File: src/hdl/polygon_plane_clipper_macros.svh
// ----------------------------------------------------------------------------
// Polygon plane clipper assertion macros
// Concurrent assertion shorthands; compiled out for synthesis.
// ----------------------------------------------------------------------------
`ifndef POLYGON_PLANE_CLIPPER_MACROS_SVH
`define POLYGON_PLANE_CLIPPER_MACROS_SVH

`ifndef SYNTHESIS
// same-cycle implication, clocked on clk, off during reset
`define PCLIP_ASSERT_IMP(lbl, ante, cons) \
  lbl: assert property (@(posedge clk) disable iff (!rst_n) (ante) |-> (cons)) \
    else $error("pclip: same-cycle check failed");
// next-cycle implication
`define PCLIP_ASSERT_NXT(lbl, ante, cons) \
  lbl: assert property (@(posedge clk) disable iff (!rst_n) (ante) |=> (cons)) \
    else $error("pclip: next-cycle check failed");
`else
`define PCLIP_ASSERT_IMP(lbl, ante, cons)
`define PCLIP_ASSERT_NXT(lbl, ante, cons)
`endif

`endif

File: src/hdl/pclip_pkg.sv
// ----------------------------------------------------------------------------
// Polygon plane clipper package
// Shared types, register indexes and controller/datapath command structs.
// ----------------------------------------------------------------------------
package pclip_pkg;

  localparam int NATTR      = 10;
  localparam int ATTR_IDX_W = 4;
  localparam int CNT_W      = 5;   // covers attribute walk and divider steps
  localparam int CFG_IDX_W  = 3;

  // register indexes
  localparam logic [CFG_IDX_W-1:0] REG_CLIP_EN = 3'd0;
  localparam logic [CFG_IDX_W-1:0] REG_NRM_X   = 3'd1;
  localparam logic [CFG_IDX_W-1:0] REG_NRM_Y   = 3'd2;
  localparam logic [CFG_IDX_W-1:0] REG_NRM_Z   = 3'd3;
  localparam logic [CFG_IDX_W-1:0] REG_PNT_X   = 3'd4;
  localparam logic [CFG_IDX_W-1:0] REG_PNT_Y   = 3'd5;
  localparam logic [CFG_IDX_W-1:0] REG_PNT_Z   = 3'd6;

  localparam int PNT_X_RST = 6553;

  typedef enum logic [4:0] {
    S_IDLE, S_IN_MUL, S_IN_ACC, S_CLASSIFY, S_ROUTE, S_AFTER, S_EDGE,
    S_NUM_MUL, S_NUM_ACC, S_NUM_SAVE, S_DEN_MUL, S_DEN_ACC, S_CHECK,
    S_DIV_START, S_DIV_STEP, S_DIV_DONE, S_INT_MUL, S_INT_ACC,
    S_EDGE_END, S_EMIT, S_FINISH
  } state_t;

  typedef enum logic [1:0] {MUL_IN, MUL_NUM, MUL_DEN, MUL_INT} mul_mode_t;

  typedef enum logic [1:0] {SRC_CUR, SRC_FIRST, SRC_CROSS} src_t;

  typedef struct packed {
    logic                  in_ready;
    logic                  cap_in;
    logic                  acc_clr;
    logic                  mul_go;
    logic                  acc_add;
    mul_mode_t             mode;
    logic [ATTR_IDX_W-1:0] idx;
    logic                  edge_sel;   // 0: prev->cur, 1: cur->first
    logic                  set_cur_in;
    logic                  set_first;
    logic                  upd_prev;
    logic                  latch_num;
    logic                  div_start;
    logic                  div_step;
    logic                  cross_wr;
    logic                  emit;
    src_t                  src;
    logic                  finish;
  } dp_cmd_t;

  typedef struct packed {
    logic in_valid;
    logic mid;
    logic clip_en;
    logic last;
    logic edge_diff;
    logic e_in;
    logic cross_ok;
    logic q_zero;
    logic pend_v;
    logic out_busy;
  } dp_stat_t;

endpackage

File: src/hdl/pclip_ctrl.sv
// ----------------------------------------------------------------------------
// Polygon plane clipper controller
// Sequences classify, edge crossing, divide, interpolate and emit steps.
// ----------------------------------------------------------------------------
module pclip_ctrl #(
  parameter int FRAC_BITS = 16
) (
  input  logic                clk,
  input  logic                rst_n,
  input  pclip_pkg::dp_stat_t stat,
  output pclip_pkg::dp_cmd_t  cmd
);

  pclip_pkg::state_t            state_r, state_nxt;
  pclip_pkg::state_t            ret_r, ret_nxt;
  pclip_pkg::src_t              src_r, src_nxt;
  logic                         edge_r, edge_nxt;
  logic [pclip_pkg::CNT_W-1:0]  cnt_r, cnt_nxt;

  localparam logic [pclip_pkg::CNT_W-1:0] DOT_LAST  = pclip_pkg::CNT_W'(2);
  localparam logic [pclip_pkg::CNT_W-1:0] ATTR_LAST = pclip_pkg::CNT_W'(pclip_pkg::NATTR - 1);
  localparam logic [pclip_pkg::CNT_W-1:0] DIV_LAST  = pclip_pkg::CNT_W'(FRAC_BITS - 1);

  always_ff @(posedge clk) begin
    if (!rst_n) begin
      state_r <= pclip_pkg::S_IDLE;
      ret_r   <= pclip_pkg::S_IDLE;
      src_r   <= pclip_pkg::SRC_CUR;
      edge_r  <= 1'b0;
      cnt_r   <= '0;
    end else begin
      state_r <= state_nxt;
      ret_r   <= ret_nxt;
      src_r   <= src_nxt;
      edge_r  <= edge_nxt;
      cnt_r   <= cnt_nxt;
    end
  end

  // next state
  always_comb begin
    state_nxt = state_r;
    ret_nxt   = ret_r;
    src_nxt   = src_r;
    edge_nxt  = edge_r;
    cnt_nxt   = cnt_r;
    case (state_r)
      pclip_pkg::S_IDLE: begin
        cnt_nxt = '0;
        if (stat.in_valid) state_nxt = pclip_pkg::S_IN_MUL;
      end
      pclip_pkg::S_IN_MUL: state_nxt = pclip_pkg::S_IN_ACC;
      pclip_pkg::S_IN_ACC: begin
        if (cnt_r == DOT_LAST) state_nxt = pclip_pkg::S_CLASSIFY;
        else begin
          cnt_nxt   = cnt_r + 1'b1;
          state_nxt = pclip_pkg::S_IN_MUL;
        end
      end
      pclip_pkg::S_CLASSIFY: state_nxt = pclip_pkg::S_ROUTE;
      pclip_pkg::S_ROUTE: begin
        edge_nxt = 1'b0;
        src_nxt  = pclip_pkg::SRC_CUR;
        ret_nxt  = pclip_pkg::S_AFTER;
        if (stat.mid && stat.clip_en) state_nxt = pclip_pkg::S_EDGE;
        else if (!stat.clip_en)       state_nxt = pclip_pkg::S_EMIT;
        else                          state_nxt = pclip_pkg::S_AFTER;
      end
      pclip_pkg::S_AFTER: begin
        if (stat.last && stat.clip_en) begin
          edge_nxt  = 1'b1;
          state_nxt = pclip_pkg::S_EDGE;
        end else begin
          state_nxt = pclip_pkg::S_FINISH;
        end
      end
      pclip_pkg::S_EDGE: begin
        cnt_nxt = '0;
        if (stat.edge_diff) state_nxt = pclip_pkg::S_NUM_MUL;
        else                state_nxt = pclip_pkg::S_EDGE_END;
      end
      pclip_pkg::S_NUM_MUL: state_nxt = pclip_pkg::S_NUM_ACC;
      pclip_pkg::S_NUM_ACC: begin
        if (cnt_r == DOT_LAST) state_nxt = pclip_pkg::S_NUM_SAVE;
        else begin
          cnt_nxt   = cnt_r + 1'b1;
          state_nxt = pclip_pkg::S_NUM_MUL;
        end
      end
      pclip_pkg::S_NUM_SAVE: begin
        cnt_nxt   = '0;
        state_nxt = pclip_pkg::S_DEN_MUL;
      end
      pclip_pkg::S_DEN_MUL: state_nxt = pclip_pkg::S_DEN_ACC;
      pclip_pkg::S_DEN_ACC: begin
        if (cnt_r == DOT_LAST) state_nxt = pclip_pkg::S_CHECK;
        else begin
          cnt_nxt   = cnt_r + 1'b1;
          state_nxt = pclip_pkg::S_DEN_MUL;
        end
      end
      pclip_pkg::S_CHECK: begin
        if (stat.cross_ok) state_nxt = pclip_pkg::S_DIV_START;
        else               state_nxt = pclip_pkg::S_EDGE_END;
      end
      pclip_pkg::S_DIV_START: begin
        cnt_nxt   = '0;
        state_nxt = pclip_pkg::S_DIV_STEP;
      end
      pclip_pkg::S_DIV_STEP: begin
        if (cnt_r == DIV_LAST) state_nxt = pclip_pkg::S_DIV_DONE;
        else                   cnt_nxt   = cnt_r + 1'b1;
      end
      pclip_pkg::S_DIV_DONE: begin
        cnt_nxt = '0;
        if (stat.q_zero) state_nxt = pclip_pkg::S_EDGE_END;
        else             state_nxt = pclip_pkg::S_INT_MUL;
      end
      pclip_pkg::S_INT_MUL: state_nxt = pclip_pkg::S_INT_ACC;
      pclip_pkg::S_INT_ACC: begin
        if (cnt_r == ATTR_LAST) begin
          src_nxt   = pclip_pkg::SRC_CROSS;
          ret_nxt   = pclip_pkg::S_EDGE_END;
          state_nxt = pclip_pkg::S_EMIT;
        end else begin
          cnt_nxt   = cnt_r + 1'b1;
          state_nxt = pclip_pkg::S_INT_MUL;
        end
      end
      pclip_pkg::S_EDGE_END: begin
        src_nxt = edge_r ? pclip_pkg::SRC_FIRST : pclip_pkg::SRC_CUR;
        ret_nxt = edge_r ? pclip_pkg::S_FINISH : pclip_pkg::S_AFTER;
        if (stat.e_in)   state_nxt = pclip_pkg::S_EMIT;
        else if (edge_r) state_nxt = pclip_pkg::S_FINISH;
        else             state_nxt = pclip_pkg::S_AFTER;
      end
      pclip_pkg::S_EMIT: begin
        if (!(stat.out_busy && stat.pend_v)) state_nxt = ret_r;
      end
      pclip_pkg::S_FINISH: begin
        if (!(stat.out_busy && (stat.pend_v || stat.last))) state_nxt = pclip_pkg::S_IDLE;
      end
      default: state_nxt = pclip_pkg::S_IDLE;
    endcase
  end

  // outputs
  always_comb begin
    cmd          = '0;
    cmd.mode     = pclip_pkg::MUL_IN;
    cmd.idx      = cnt_r[pclip_pkg::ATTR_IDX_W-1:0];
    cmd.edge_sel = edge_r;
    cmd.src      = src_r;
    case (state_r)
      pclip_pkg::S_IDLE: begin
        cmd.in_ready = 1'b1;
        cmd.cap_in   = stat.in_valid;
        cmd.acc_clr  = stat.in_valid;
      end
      pclip_pkg::S_IN_MUL:   cmd.mul_go = 1'b1;
      pclip_pkg::S_IN_ACC:   cmd.acc_add = 1'b1;
      pclip_pkg::S_CLASSIFY: cmd.set_cur_in = 1'b1;
      pclip_pkg::S_ROUTE:    cmd.set_first = !stat.mid;
      pclip_pkg::S_AFTER:    cmd.upd_prev = 1'b1;
      pclip_pkg::S_EDGE:     cmd.acc_clr = 1'b1;
      pclip_pkg::S_NUM_MUL: begin
        cmd.mul_go = 1'b1;
        cmd.mode   = pclip_pkg::MUL_NUM;
      end
      pclip_pkg::S_NUM_ACC:  cmd.acc_add = 1'b1;
      pclip_pkg::S_NUM_SAVE: begin
        cmd.latch_num = 1'b1;
        cmd.acc_clr   = 1'b1;
      end
      pclip_pkg::S_DEN_MUL: begin
        cmd.mul_go = 1'b1;
        cmd.mode   = pclip_pkg::MUL_DEN;
      end
      pclip_pkg::S_DEN_ACC:   cmd.acc_add = 1'b1;
      pclip_pkg::S_DIV_START: cmd.div_start = 1'b1;
      pclip_pkg::S_DIV_STEP:  cmd.div_step = 1'b1;
      pclip_pkg::S_INT_MUL: begin
        cmd.mul_go = 1'b1;
        cmd.mode   = pclip_pkg::MUL_INT;
      end
      pclip_pkg::S_INT_ACC: cmd.cross_wr = 1'b1;
      pclip_pkg::S_EMIT:    cmd.emit = !(stat.out_busy && stat.pend_v);
      pclip_pkg::S_FINISH:  cmd.finish = !(stat.out_busy && (stat.pend_v || stat.last));
      default: ;
    endcase
  end

endmodule

File: config.mk
export PLATFORM = sky130hd
export DESIGN_NAME = pclip_ctrl
export DESIGN_NICKNAME = d
export VERILOG_FILES = /design/src/hdl/polygon_plane_clipper_macros.svh /design/src/hdl/pclip_pkg.sv /design/src/hdl/pclip_ctrl.sv
export SDC_FILE = /design/constraint.sdc
export NUM_CORES = 1
export LEC_CHECK = 0
export BUFFER_PORTS_ARGS = -buffer_cell sky130_fd_sc_hd__buf_2
export CORE_MARGIN = 1.5
export CORE_UTILIZATION = 36
export DETAILED_ROUTE_END_ITERATION = 8
export PLACE_DENSITY = 0.57
export SLEW_MARGIN = 40
export SYNTH_ARGS = -nofsm -noshare
export SYNTH_HDL_FRONTEND = slang
export SYNTH_SLANG_ARGS = --single-unit
File: constraint.sdc
create_clock -name clk -period 2 [get_ports clk]
set_input_delay 0.1 -clock clk [delete_from_list [all_inputs] [get_ports clk]]
set_output_delay 0.1 -clock clk [all_outputs]
set_load 0.01 [all_outputs]
# == After elaboration in Yosys (flattened, before gate mapping) ==
# Index checks and enable logic that the tools add are counted.
# totals
reg_bits,18
word_cells,100
# op_classes
n_eq_ne,32
reduce_logical,20
muxes,42
addsub,1
# ops
op,n
$pmux W5 S21,1
$mux W5,15
$eq A5 B4 Y1 const B,10
$eq A5 B5 Y1 const B,5
$eq A5 B3 Y1 const B,4
$pmux W5 S4,1
$ne A2 B2 Y1 const B,9
$eq A5 B2 Y1 const B,3
$pmux W5 S3,1
$mux W1,13
$pmux W2 S3,2
$mux W2,5
$reduce_and A4 Y1,2
$add A5 B1 Y5 const B,1
$eq A5 B1 Y1 const B,1
$logic_not A5 Y1,1
$reduce_or A5 Y1,1
$logic_and A1 B1 Y1,4
$mux W4,1
$pmux W1 S2,2
$reduce_and A2 Y1,2
$reduce_bool A4 Y1,1
$reduce_or A4 Y1,1
$logic_not A1 Y1,3
6 further kinds,6

# == Depth between registers and ports, before layout ==
# logic_depth
ltp_word,4
mapped_depth,8

# == Worst setup path after synthesis ==
# Ideal clock, no wire load.
# synth_timing
path_type,register to register
from,register cnt_r[0] (netlist bit)
to,register cnt_r[2] (netlist bit)
stages_incl_launch_ff,7
slack_ns,0.039
arrival_time_ns,1.844
period_less_slack_ns,1.961
setup_time_ns,0.117
cell_sequence,dfxtp_1 > ha_1 > and3_1 > ha_1 > a221o_1 > or3_1 > a32o_1
# synth_between
elab_chain_len,3
# synth_rtl
item,line_no,text
start: declaration,pclip_ctrl.sv:18,"logic [pclip_pkg::CNT_W-1:0] cnt_r, cnt_nxt;"
start signal: assignment,pclip_ctrl.sv:36,cnt_r <= cnt_nxt;
"$add A5 B1 Y5, or another cell as far along",-,
"$mux W5, or another cell as far along",pclip_ctrl.sv:121,if (cnt_r == ATTR_LAST) begin
$pmux W5 S4 or $reduce_and A4 Y1 (tied branches),-,
# Several ways; a longest one is shown, not always the timed one. The select of a mux whose other input is x is not followed.
# A chain may end at the register's enable or synchronous reset.

# == Worst setup path after layout ==
# layout_timing
from,register state_r[4]
to,register cnt_r[2] (netlist bit)
# layout_between
elab_chain_len,4
# layout_rtl
item,line_no,text
start: declaration,pclip_ctrl.sv:14,"pclip_pkg::state_t state_r, state_nxt;"
start signal: assignment,pclip_ctrl.sv:26,state_r <= pclip_pkg::S_IDLE;
start signal: assignment,pclip_ctrl.sv:32,state_r <= state_nxt;
"$eq A5 B4 Y1, or another cell as far along",pclip_ctrl.sv:47,case (state_r)
$reduce_or A5 Y1 (no source line) or $reduce_or A3 Y1 (tied branches),-,
$reduce_bool A4 Y1 (no source line) or $ne A2 B2 Y1 (tied branches),-,
$reduce_and A4 Y1 (no source line),-,
# Several ways; a longest one is shown, not always the timed one.

==> results.txt <==
Outcome -> finished clean
Clk_lat worst skew -> 0.25 ns
Post-route non-filler standard cell count -> 323
Pins Over Slew Limit -> 0
Max-slew headroom -> 61.8%
Sequential share of the synthesized area -> 19.8%
Main synth FF type -> dfxtp_1
Die H -> 70.1 um
Count leader, synth -> nand2_1
Layout cells sized above 1 -> 30.3%
Seq. cell area -> 324 um2
Routability cong. -> 0.875
Area of the multi-input gates -> 1150 um2
Clock-pin slew on the worst setup and hold paths -> 0.07 ns
Worst setup SP type -> flip-flop
Number of global-route vias before repair -> 1637
Bufs on Longest Clock Path -> 2
Power per cell area -> 447 nW/um2
Root Buffer Master -> clkbuf_8
GRT Util Overall -> 20.8%
Starting density of the core -> 37.2%
Achievable Freq -> 0.512 GHz
I/O Pins -> 35
TritonCTS clock tree -> yes
Minimum clock period -> 1.95 ns
WL per Instance -> 15.7 um
Top cells by area, synth -> dfxtp_1 (20%), nand2_1 (5.6%), nor2_1 (4.9%)
Yosys top cell by area -> dfxtp_1
RSZ-0062 raised after global routing -> false
Cells after synthesis -> 228
Tcrit/Tclk final -> 97.6%
P_leak -> 0.890 nW
Worst Tran Pin Value -> 0.559 ns
Synth cell count leaders -> nand2_1 (24), nor2_1 (21), dfxtp_1 (16)
Number of H-tree levels -> 1
Yosys top cell area share -> 19.8%
CP endpoint kind -> flip-flop
Chip width -> 70.1 um
EDFF count, synth -> 0
Vias -> 1852
WL final -> 5060 um
Total negative slack -> 0 ns
Mapped Nets -> 244
First-pass GRT wire length -> 8230 um
Min-Delay Path Depth -> 3
IO Port Bufs -> 34
Max-capacitance violation count -> 0
TritonCTS buffer count -> 3
Register bit total from synthesis -> 16
Kind of critical path -> reg -> reg
Synthesis warning total -> 0
Drt first pass iters -> 4
Filler cell count in the final layout -> 437
Peak VDD IR -> 201 uV
Final hold viol count -> 0
Vias per Instance -> 5.73
Syn-to-layout area delta -> 26.6%
CP required -> 2.15 ns
Clk sink count -> 16
DRC -> 0
Fin nets -> 288
Die area -> 4910 um2
Critical path fanouts, max -> 6
Synth async-reset ratio -> 0%
Cells on worst reg2reg path -> 6
Min-delay worst type -> in -> reg
Row count -> 24
Placed Instances -> 319
Worst Path Arrival -> 2.10 ns
Ant diodes -> 0
Global route overflow -> 0
Final clock skew -> 0.00381 ns
Post-route ant nets -> 0
Core area -> 4350 um2
Cts hold-fix bufs -> 0
DP HPWL -> 3890 um
# setup viols final -> 0
Unique cell type count in the Yosys netlist -> 57
Largest net degree at the start of global routing -> 22
Syn_area_per_cell -> 7.11 um2
Initial antenna violation count -> 0
Syn Std Cell Area -> 1620 um2
DRT iter0 DRCs -> 149
flip-flops by register name, summed over array words and instances (netlist names):
| name | count |
|---|---|
| state_r | 5 |
| ret_r | 4 |
| edge_r | 1 |
| cnt_r | 5 |
| src_r | 1 |
cell usage in the layout (no fill, tap or decap), types with 3 or more instances in the layout:
cell / instances
dfxtp_2: 3
a21oi_1: 10
buf_4: 27
nor3b_1: 4
buf_12: 3
o21ai_0: 10
clkbuf_8: 4
a211oi_1: 4
nand2_1: 24
nor2b_1: 7
and2_1: 3
a21boi_0: 4
and3b_1: 3
o22ai_1: 3
a31oi_1: 3
a32o_1: 3
nand3b_1: 4
nand3_1: 5
nor3_1: 8
buf_2: 34
dfxtp_1: 13
nor2_1: 21
nor4_1: 3
nand2b_1: 8
inv_1: 7
a21o_1: 3
or2_2: 3
and3_1: 3
worst max-delay path, stage by stage, from the launching register on:
cell      delay [ns]
dfxtp_1         0.38
or2_2           0.33
a311oi_1        0.44
a221o_1         0.30
nor3b_1         0.06
buf_4           0.14
a32o_1          0.20
final timing paths:
check                   to  startpoint  slack (ns)
setup / recovery  cnt_r[2]  state_r[4]        0.05
hold / removal    ret_r[4]       rst_n        0.26
setup reg to reg  cnt_r[2]  state_r[4]        0.05
hold reg to reg   ret_r[4]    ret_r[4]        0.46
metrics by stage:
step                      setup slack, ns  power [W]  cell area [um2]  hold WS, ns  utilization (%)
after floorplan                    0.0388   0.000518             1620        0.254                -
after global placement             0.0378   0.000627             1980        0.436             45.5
after detailed placement           0.0306   0.000626             1980        0.444             45.5
after CTS                          0.0155   0.000919             2040        0.251             46.8
after global routing               0.0167   0.000966             2050        0.292             47.1
final                              0.0488   0.000916             2050        0.262             47.1
cell type report:
type,count,share of cell area [%]
flip-flops and latches,16,15.8
clock buffers,4,2.68
multi-input cells,180,55.9
inverters,7,1.28
well taps,52,3.17
repair buffers,64,21.1
per-layer routing:
layer,routed length (um),track usage [%],vias to the layer above
met5,0,0,-
met4,104,7.69,0
met3,334,2.45,10
met2,2280,32.2,67
met1,2350,29.5,863
li1,-,-,912
timing repair:
item | 4_1_cts | 5_1_grt
endpoints found under the setup margin | 0 | 5
buffers inserted | 0 | 0
resized for setup | 0 | 7
report_power, final:
part	internal, W	switching, W
Clock	0.000175	0.000117
Sequential	0.000328	0.0000124
Combinational	0.000127	0.000156
Total	0.000630	0.000286
kinds of logic (layout without fill, tap and decap cells):
logic type	count (synthesis)	in the layout	synth area share (%)
adders and majority gates	4	4	3.09
xor gates and xnor gates	1	1	0.541
muxes	2	2	1.24
AOI/OAI and AO/OA	65	65	28.7
and+or+nand+nor	108	108	36.6
DFF	16	16	19.8
buffers and inverters	32	75	10.1
(Power assumes the default switching activity.)
